### src/hdl/sorted_byte_list_macros.svh
// Assertion macros for the sorted byte list.
// Depends on a clock named clock and a reset named reset in the using scope.
`ifndef SORTED_BYTE_LIST_MACROS_SVH
`define SORTED_BYTE_LIST_MACROS_SVH

// Same-cycle implication, checked outside reset.
`define SBL_ASSERT_NOW(label, ante, cons, msg) \
   label: assert property (@(posedge clock) disable iff (reset) (ante) |-> (cons)) \
      else $error(msg);

// Next-cycle implication, checked outside reset.
`define SBL_ASSERT_NEXT(label, ante, cons, msg) \
   label: assert property (@(posedge clock) disable iff (reset) (ante) |=> (cons)) \
      else $error(msg);

`endif

### src/hdl/sbl_pkg.sv
// Types and codes shared by the sorted byte list cells and top level.
// No dependencies.
package sbl_pkg;

   localparam logic MODE_INSERT = 1'b0;
   localparam logic MODE_DELETE = 1'b1;

   typedef enum logic [2:0] {
      ST_INSERTED  = 3'd0,
      ST_FULL      = 3'd1,
      ST_DELETED   = 3'd2,
      ST_NOT_FOUND = 3'd3,
      ST_EMPTY     = 3'd4
   } status_type;

   typedef struct packed {
      logic       mode;
      logic [7:0] value;
   } sbl_req_type;

   typedef struct packed {
      status_type status;
      logic [3:0] position;
      logic [4:0] entry_count;
   } sbl_rsp_type;

   // Broadcast from the top level to every cell.
   typedef struct packed {
      logic       insert_en;
      logic       delete_en;
      logic [7:0] value;
   } sbl_ctrl_type;

endpackage

### src/hdl/sorted_byte_list.sv
// Sorted byte list: ascending list of bytes, duplicates allowed, in a row of
// CAPACITY cells. Each beat on the request side inserts or deletes one value.
//
// Request: a beat is taken at a rising edge with start high and busy low.
// req_data.mode selects insert or delete, req_data.value is the byte.
// Response: rsp_valid is high for one cycle with status, position and the
// new entry count in rsp_data; there is no back-pressure.
// Timing: the request is registered, every cell compares against it in the
// next cycle and shifts at the edge after, where the response and rsp_valid
// are registered too. One beat is taken every cycle while busy is low; the
// next beat compares against the row as the previous beat leaves it.
// Reset: synchronous, active high; the count goes to zero (cell contents are
// don't-care until written) and busy is high until an edge sees reset low.
// Position and entry count are reported modulo 16 and 32 for large rows.
`include "sorted_byte_list_macros.svh"

module sorted_byte_list #(
   parameter int CAPACITY = 16
) (
   input  logic                 clock,
   input  logic                 reset,
   input  logic                 start,
   output logic                 busy,
   input  sbl_pkg::sbl_req_type req_data,
   output logic                 rsp_valid,
   output sbl_pkg::sbl_rsp_type rsp_data
);
   import sbl_pkg::*;

   localparam int IDX_W = (CAPACITY > 1) ? $clog2(CAPACITY) : 1;
   localparam int CNT_W = $clog2(CAPACITY + 1);
   localparam int POS_W = (IDX_W > 4) ? IDX_W : 4;
   localparam int ECW   = (CNT_W > 5) ? CNT_W : 5;

   logic              busy_ff;
   logic              req_valid_ff;
   sbl_req_type       req_ff;
   logic [CNT_W-1:0]  count_ff;
   logic [CNT_W-1:0]  count_in;
   logic              rsp_valid_ff;
   sbl_rsp_type       rsp_ff;
   sbl_rsp_type       rsp_in;

   sbl_ctrl_type      ctrl;
   logic [7:0]        cell_val [CAPACITY];
   logic [CAPACITY-1:0] occ;
   logic [CAPACITY-1:0] gt;
   logic [CAPACITY-1:0] eq;
   logic [CAPACITY-1:0] bnd;
   logic [IDX_W-1:0]  slot;
   logic              found;
   logic              full;
   logic              empty;
   logic [POS_W-1:0]  pos_ext;
   logic [ECW-1:0]    cnt_ext;

   assign busy      = busy_ff;
   assign rsp_valid = rsp_valid_ff;
   assign rsp_data  = rsp_ff;

   assign full  = (count_ff == CNT_W'(CAPACITY));
   assign empty = (count_ff == '0);

   // row of cells
   for (genvar i = 0; i < CAPACITY; i++) begin : g_cell
      logic       left_gt;
      logic [7:0] left_val;
      logic [7:0] right_val;

      assign occ[i] = count_ff > CNT_W'(i);
      if (i == 0) begin : g_first
         assign left_gt  = 1'b1;
         assign left_val = req_ff.value;
         assign bnd[i]   = !gt[i];
      end else begin : g_inner
         assign left_gt  = gt[i-1];
         assign left_val = cell_val[i-1];
         assign bnd[i]   = !gt[i] && gt[i-1];
      end
      if (i == CAPACITY - 1) begin : g_last
         assign right_val = cell_val[i];
      end else begin : g_mid
         assign right_val = cell_val[i+1];
      end

      sbl_cell u_cell (
         .clock     (clock),
         .ctrl      (ctrl),
         .occupied  (occ[i]),
         .left_gt   (left_gt),
         .left_val  (left_val),
         .right_val (right_val),
         .val       (cell_val[i]),
         .gt        (gt[i]),
         .eq        (eq[i])
      );
   end

   // boundary has at most one bit set: first cell not below the value
   always_comb begin
      slot = '0;
      for (int i = 0; i < CAPACITY; i++) begin
         if (bnd[i]) begin
            slot = slot | IDX_W'(i);
         end
      end
   end

   assign found = |(bnd & eq);

   always_comb begin
      ctrl.value     = req_ff.value;
      ctrl.insert_en = req_valid_ff && (req_ff.mode == MODE_INSERT) && !full;
      ctrl.delete_en = req_valid_ff && (req_ff.mode == MODE_DELETE) && found;
   end

   always_comb begin
      count_in = count_ff;
      if (ctrl.insert_en) begin
         count_in = count_ff + CNT_W'(1);
      end else if (ctrl.delete_en) begin
         count_in = count_ff - CNT_W'(1);
      end
   end

   always_comb begin
      pos_ext = '0;
      if (ctrl.insert_en || ctrl.delete_en) begin
         pos_ext = POS_W'(slot);
      end
      cnt_ext = ECW'(count_in);
      rsp_in.position    = pos_ext[3:0];
      rsp_in.entry_count = cnt_ext[4:0];
      unique case (req_ff.mode)
         MODE_INSERT: rsp_in.status = full ? ST_FULL : ST_INSERTED;
         MODE_DELETE: begin
            priority if (empty) begin
               rsp_in.status = ST_EMPTY;
            end else if (!found) begin
               rsp_in.status = ST_NOT_FOUND;
            end else begin
               rsp_in.status = ST_DELETED;
            end
         end
         default:     rsp_in.status = ST_NOT_FOUND;
      endcase
   end

   always_ff @(posedge clock) begin
      if (reset) begin
         busy_ff      <= 1'b1;
         req_valid_ff <= 1'b0;
         rsp_valid_ff <= 1'b0;
         count_ff     <= '0;
      end else begin
         busy_ff      <= 1'b0;
         req_valid_ff <= start && !busy_ff;
         rsp_valid_ff <= req_valid_ff;
         count_ff     <= count_in;
      end
   end

   always_ff @(posedge clock) begin
      if (start && !busy_ff) begin
         req_ff <= req_data;
      end
      if (req_valid_ff) begin
         rsp_ff <= rsp_in;
      end
   end

   `SBL_ASSERT_NOW(a_count_bound, 1'b1, count_ff <= CNT_W'(CAPACITY), "count beyond capacity")
   `SBL_ASSERT_NEXT(a_rsp_follows, start && !busy, ##1 rsp_valid, "accepted beat gave no response")
   `SBL_ASSERT_NOW(a_insert_count, rsp_valid && (rsp_data.status == ST_INSERTED),
                   count_ff == CNT_W'($past(count_ff) + CNT_W'(1)), "insert did not grow count")
   `SBL_ASSERT_NOW(a_no_change, rsp_valid && (rsp_data.status == ST_FULL ||
                   rsp_data.status == ST_NOT_FOUND || rsp_data.status == ST_EMPTY),
                   $stable(count_ff), "refused beat changed count")

endmodule

### src/hdl/sbl_cell.sv
// One list cell: holds a byte, compares it with the broadcast value and
// takes a neighbour's byte when the list shifts. Depends on sbl_pkg.
module sbl_cell (
   input  logic                  clock,
   input  sbl_pkg::sbl_ctrl_type ctrl,
   input  logic                  occupied,
   input  logic                  left_gt,
   input  logic [7:0]            left_val,
   input  logic [7:0]            right_val,
   output logic [7:0]            val,
   output logic                  gt,
   output logic                  eq
);
   import sbl_pkg::*;

   logic [7:0] val_ff;
   logic [7:0] val_in;

   assign val = val_ff;
   assign gt  = occupied && (ctrl.value > val_ff);
   assign eq  = occupied && (ctrl.value == val_ff);

   always_comb begin
      val_in = val_ff;
      if (ctrl.insert_en) begin
         // cells before the slot keep, the slot takes the value, the rest move up
         if (!gt) begin
            val_in = left_gt ? ctrl.value : left_val;
         end
      end else if (ctrl.delete_en) begin
         // from the removed entry onwards pull down from the right
         if (!gt) begin
            val_in = right_val;
         end
      end
   end

   always_ff @(posedge clock) begin
      val_ff <= val_in;
   end

endmodule

### config.mk
export PLATFORM = sky130hd
export DESIGN_NAME = sorted_byte_list
export DESIGN_NICKNAME = d
export VERILOG_FILES = /design/src/hdl/sbl_pkg.sv /design/src/hdl/sorted_byte_list.sv /design/src/hdl/sbl_cell.sv
export VERILOG_INCLUDE_DIRS = /design/src /design/src/hdl
export SDC_FILE = /design/constraint.sdc
export NUM_CORES = 1
export LEC_CHECK = 0
export BUFFER_PORTS_ARGS = -buffer_cell sky130_fd_sc_hd__buf_2
export CAP_MARGIN = 20
export CORE_MARGIN = 4
export CORE_UTILIZATION = 40
export DETAILED_ROUTE_END_ITERATION = 16
export PLACE_DENSITY = 0.58
export RECOVER_POWER = 100
export SLEW_MARGIN = 0
export SYNTH_ARGS = -nofsm -noshare
export SYNTH_HDL_FRONTEND = slang
export SYNTH_SLANG_ARGS = --single-unit
### constraint.sdc
create_clock -name clock -period 8.9 [get_ports clock]
set_clock_uncertainty 0.1 [all_clocks]
set_input_delay 2.225 -clock clock [delete_from_list [all_inputs] [get_ports clock]]
set_output_delay 2.225 -clock clock [all_outputs]
set_load 0.02 [all_outputs]
* Yosys cells after proc, flatten, opt, wreduce, memory -nomap -nowiden
Index checks and enable logic that the tools add are counted.
Storage, ports and cells: register bits 157, output and inout port bits 14, logic and storage cells 281
Operators by class: add/subtract/negate cells 2, magnitude comparators 32, equality and inequality tests 17, muxes and demuxes 97, bitwise operators 18, reductions and logical operators 90
Operators by type and width (count):
- 8-bit two-way mux | 75
- 8-bit equality test | 16
- 8-bit greater-than comparator | 16
- 1-bit logical AND | 52
- 5-bit by 4-bit greater-than comparator with 1-bit output (second input constant) | 8
- 4-bit two-way mux | 8
- 2-bit AND reduction | 16
- 5-bit by 3-bit greater-than comparator with 1-bit output (second input constant) | 4
- 1-bit zero test | 18
- 1-bit inverter | 17
- 16-bit bitwise AND | 1
- 16-bit OR reduction | 1
- 3-bit two-way mux | 5
- 5-bit by 1-bit greater-than comparator with 1-bit output (second input constant) | 2
- 5-bit by 2-bit greater-than comparator with 1-bit output (second input constant) | 2
- 5-bit two-way mux | 2
- 3-bit case mux with 2 select lines | 1
- 5-bit by 1-bit adder with 5-bit output (second input constant) | 1
- 5-bit equality test (second input constant) | 1
- 5-bit zero test | 1
- 5-bit by 1-bit subtractor with 5-bit output (second input constant) | 1
- 1-bit two-way mux | 4
- 2-bit two-way mux | 2
- 2-bit nonzero test | 1
- 1-bit logical OR | 1

* Longest topological paths before layout
word-level depth 19, depth in mapped cells 13, depth with buffers taken out 11

* Cells and area by module
A second synthesis with hierarchy kept.
Second synthesis, totals: cell total of the unflattened synthesis 1262, area total of the unflattened synthesis 11826.3 µm²
By module, submodules not included:
- sbl_cell | times used 16, cells each 69, area an instance 639.4 µm², sequential area each 240.2 µm²
- sorted_byte_list | times used 1, cells each 158, area an instance 1596.5 µm², sequential area each 790.8 µm²

* Least setup slack after synthesis
Ideal clock, no wire load.
kind reg2reg, from reg req_ff, in the netlist g_cell[0].left_val[1], to reg g_cell[4].u_cell.val_ff[0], enable pin, arrival 3.047 ns, required time 8.430 ns, slack 5.383 ns, stages on the path, launching flop included 12, buffers on the path 1, period minus slack after synthesis 3.517 ns, cells stage by stage edfxtp_1 -> ha_1 -> nor2b_1 -> o211ai_1 -> a21o_1 -> a211oi_2 -> a32o_2 -> nor4_4 -> a21oi_4 -> nor2_8 -> buf_4 -> nor2_1
On the way: word-level cells in the longest chain between the ends 9, elaborated cells on any way between the ends 101, classes of those cells order compare (16); eq/ne (16); bitwise (2); reduce/logical (67)
RTL lines:
- start: declaration | RTL line sorted_byte_list.sv:37 | sbl_req_type req_ff;
- start signal: assignment | RTL line sorted_byte_list.sv:165 | req_ff <= req_data;
- 8-bit greater-than comparator | RTL line sbl_cell.sv:20 | assign gt = occupied && (ctrl.value > val_ff);
- 1-bit logical AND | RTL line sbl_cell.sv:20
- 1-bit zero test
- 1-bit logical AND | RTL line sorted_byte_list.sv:78 | assign bnd[i] = !gt[i] && gt[i-1];
- 16-bit bitwise AND | RTL line sorted_byte_list.sv:109 | assign found = |(bnd & eq);
- 16-bit OR reduction | RTL line sorted_byte_list.sv:109
- 1-bit logical AND | RTL line sorted_byte_list.sv:114 | ctrl.delete_en = req_valid_ff && (req_ff.mode == MODE_DELETE) && found;
- 2-bit nonzero test (no line)
- 2-bit AND reduction (no line) *
- end signal: assignment | RTL line sbl_cell.sv:39 | val_ff <= val_in;
- end: declaration | RTL line sbl_cell.sv:16 | logic [7:0] val_ff;
Every way passes the cells marked *; elsewhere a longest branch is shown, timed or not. A chain may end at the register's enable or synchronous reset.

* Worst setup path in the final report
from reg count_ff[0], to reg g_cell[12].u_cell.val_ff[5], enable pin
On the way: word-level cells in the longest chain between the ends 9, elaborated cells on any way between the ends 88, classes of those cells order compare (16); eq/ne (1); bitwise (2); reduce/logical (69)
RTL lines:
- start: declaration | RTL line sorted_byte_list.sv:38 | logic [CNT_W-1:0] count_ff;
- start signal: assignment | RTL line sorted_byte_list.sv:159 | count_ff <= count_in;
- 5-bit by 1-bit greater-than comparator with 1-bit output, or another cell as far along | RTL line sorted_byte_list.sv:70 | assign occ[i] = count_ff > CNT_W'(i);
- 1-bit logical AND | RTL line sbl_cell.sv:20
- 1-bit zero test
- 1-bit logical AND | RTL line sorted_byte_list.sv:78
- 16-bit bitwise AND | RTL line sorted_byte_list.sv:109
- 16-bit OR reduction | RTL line sorted_byte_list.sv:109
- 1-bit logical AND | RTL line sorted_byte_list.sv:114
- 2-bit nonzero test (no line)
- 2-bit AND reduction (no line) *
- end signal: assignment | RTL line sbl_cell.sv:39
- end: declaration | RTL line sbl_cell.sv:16
Marked as above.

==> results.md <==
- Status: finished with violations
- Violated checks: capacitance limit, slew limit
- CTS Buffer Depth: 2
- Synth top area share: 39.8%
- Antenna violations before repair: 0
- Final wirelength: 30800 um
- Sequential area share after synthesis: 41.2%
- Max-slew violations: 200
- WS Path Type: reg -> reg
- Synth top area cells: edfxtp_1 40%, ha_1 15%, nand2_1 6.2%
- Post-synthesis cell count: 1252
- Final HPWL DP: between 20000 and 25000 um
- Clock sinks: 157
- Mapped Area: 11300 um^2
- Final GP Congestion: 0.879
- Cells along the critical path: inv_1 -> ha_1 -> nand3_1 -> and3b_2 -> clkbuf_1 -> nor2_8 -> nor2_1
- CTS Buf Count: 17
- Row cnt: 61
- Yosys cell types: 72
- Seq cells post-synth: ~160
- Share of cells above drive strength 1: 5.70%
- HP Class: reg -> reg
- Die H: 176 um
- Synthesized Nets: 1398
- Data arrival, critical path: 6.13 ns
- Initial Utilization: ~41%
- # DRC: 0
- CTS root buf: clkbuf_16
- Initial DRC Count: between 700 and 800
- Maximum fanout along the worst path: 98
- Warnings, synthesis: 0
- Via count: 8997
- First-pass GRT wire length: 49000 um
- Fillers: around 2700
- Slowest stage delay, CP: 3.08 ns
- Critical path's slowest cell: clkbuf_1
- CP Capture Type: register
- Post-route setup TNS: 0 ns
- CTS resizes: 0
- WL per Instance: between 15 and 20 um
- Area growth, synth to finish: 8.25%
- Most frequent cell after synthesis: nand2_1
- Ys flop type: edfxtp_1
- Gr ovfl total: 0
- Max VDD drop: roughly 0.00012 V
- Number of flops mapped to enable cells by yosys: roughly 150
- Required time of the worst setup path: 8.86 ns
- Setup WS post-layout: 2.74 ns
- PD cells: 140 nW/um^2
- Tcrit/Tclk final: between 60 and 70%
- P_leak: 5.20 nW
- Number of global-route vias before repair: 8801
- ANT cells: 0
- Mean post-synth cell area: 8.99 um^2
- CTS clock-pin slew for the worst setup and hold paths: 0.07 ns
- Vias per cell: 5.48
- DR pass1 iterations: 5
- Max-cap violations: 2
- Die X: 176 um
- Die area: 30900 um^2
- Asr flop ratio synth: 0%
- Setup violators final: 0
- Nets: between 1000 and 1500
- DRT antenna net count: 0
- Post-synth top area cell: edfxtp_1
- Hold Buf Count CTS: 0
- Final Total Pwr: 1.71 mW
- Core ar.: 27800 um^2
- Largest net degree at the start of global routing: 101
- Final critical-path required period: around 6.2 ns
- Post-layout util: between 40% and 50%
- Io pins: 26
- Gr usage total: 20.1%
- Worst skew pair latency: 0.44 ns
- Worst-margin pin slew: 4.42 ns
- RSZ-0062 raised after global routing: false
- Pre-CTS WS: between 4 and 5 ns
- Maximum level of the CTS H-tree: 4
- CTS tree: built
- F_max: 162 MHz
- Synth top cells by count: 185 x nand2_1, 149 x edfxtp_1, 134 x ha_1, 131 x nor2_1, 127 x inv_1
- Startpoint Class: register
- Post-CTS Setup Inserts: 0
- Relative slew margins: -195%
- Port buffer count: 25
- Hold Violations, Final: 0
[cells by family (layout without fill, tap and decap cells)]
| family | after synthesis | in the layout | share of synthesized area [%] |
|---|---|---|---|
| AO/OA/AOI/OAI | 305 | 305 | 16.5 |
| XOR/XNOR | 3 | 3 | 0.233 |
| adder cells (fa/ha/maj) | 134 | 134 | 14.9 |
| buffers and inverters | 191 | 203 | 6.63 |
| flip-flops | 157 | 157 | 41.2 |
| multiplexers | 40 | 40 | 3.61 |
| AND/OR/NAND/NOR | 422 | 422 | 16.9 |
[critical path: cells and delay by family (launching register included)]
| family | cells | cell delay, ns |
|---|---|---|
| flops | 1 | 0.58 |
| buf+inv | 2 | 3.23 |
| fa+ha+maj | 1 | 0.30 |
| simple gates | 4 | 1.53 |
[through the flow]
step | hold WS [ns] | cells | area, um^2
after floorplan | 0.422 | 1252 | 11300
after global placement | 0.446 | 1609 | 11700
after detailed placement | 0.438 | 1609 | 11700
after CTS | 0.449 | 1641 | 12300
after global routing | 0.473 | 1642 | 12200
final | 0.450 | 1642 | 12200
[sequential cells by signal (all words and copies together) (netlist names)]
register           cells
count_ff               5
busy                   1
g_cell.left_val        8
g_cell.u_cell.val    128
req_valid_ff           1
req_ff                 1
rsp_data              12
rsp_valid              1
[power by group]
part / internal [mW] / switching (mW)
clock: 0.368 / 0.345
combinational: 0.0551 / 0.104
sequential: 0.821 / 0.0120
[area by class of cell]
type | count | area (um^2) | share of cell area, %
multi-input cells | 904 | 5830 | 47.9
flip-flops and latches | 157 | 4630 | 38.0
inverters | 131 | 492 | 4.04
well taps | 378 | 473 | 3.88
clock buffers | 17 | 425 | 3.49
repair buffers | 40 | 199 | 1.63
clock inverters | 15 | 128 | 1.05
[per-layer routing]
| layer | vias to the layer above | routed length (um) | track usage [%] |
|---|---|---|---|
| met5 | - | 0 | 0 |
| met4 | 0 | 414 | 4.74 |
| met3 | 28 | 1660 | 3.34 |
| met2 | 255 | 13900 | 31.9 |
| met1 | 4276 | 14800 | 28.9 |
| li1 | 4438 | - | - |
[cell usage in the layout, fill, tap and decap left out, drive strengths merged, types with 6 or more instances in the layout]
cell type	count
a211oi	7
a21o	14
a21oi	89
a31oi	44
buf	19
clkbuf	38
clkinv	7
dfxtp	8
edfxtp	149
ha	134
inv	137
mux2i	38
nand2	185
nand4	33
nor2	132
nor2b	27
nor3	9
o211ai	13
o21a	6
o21ai	102
or2	9
[path summary, 6_finish.rpt]
check / slack [ns] / cells past startpoint / from / endpoint
hold / removal: 0.45 / 2 / g_cell[2].u_cell.val[5] / g_cell[1].u_cell.val[5]
setup reg to reg: 2.74 / 7 / count_ff[0] / g_cell[12].u_cell.val[5]
setup / recovery: 2.74 / 7 / count_ff[0] / g_cell[12].u_cell.val[5]
hold reg to reg: 0.45 / 2 / g_cell[2].u_cell.val[5] / g_cell[1].u_cell.val[5]
Power figures use the tool's default switching activity.
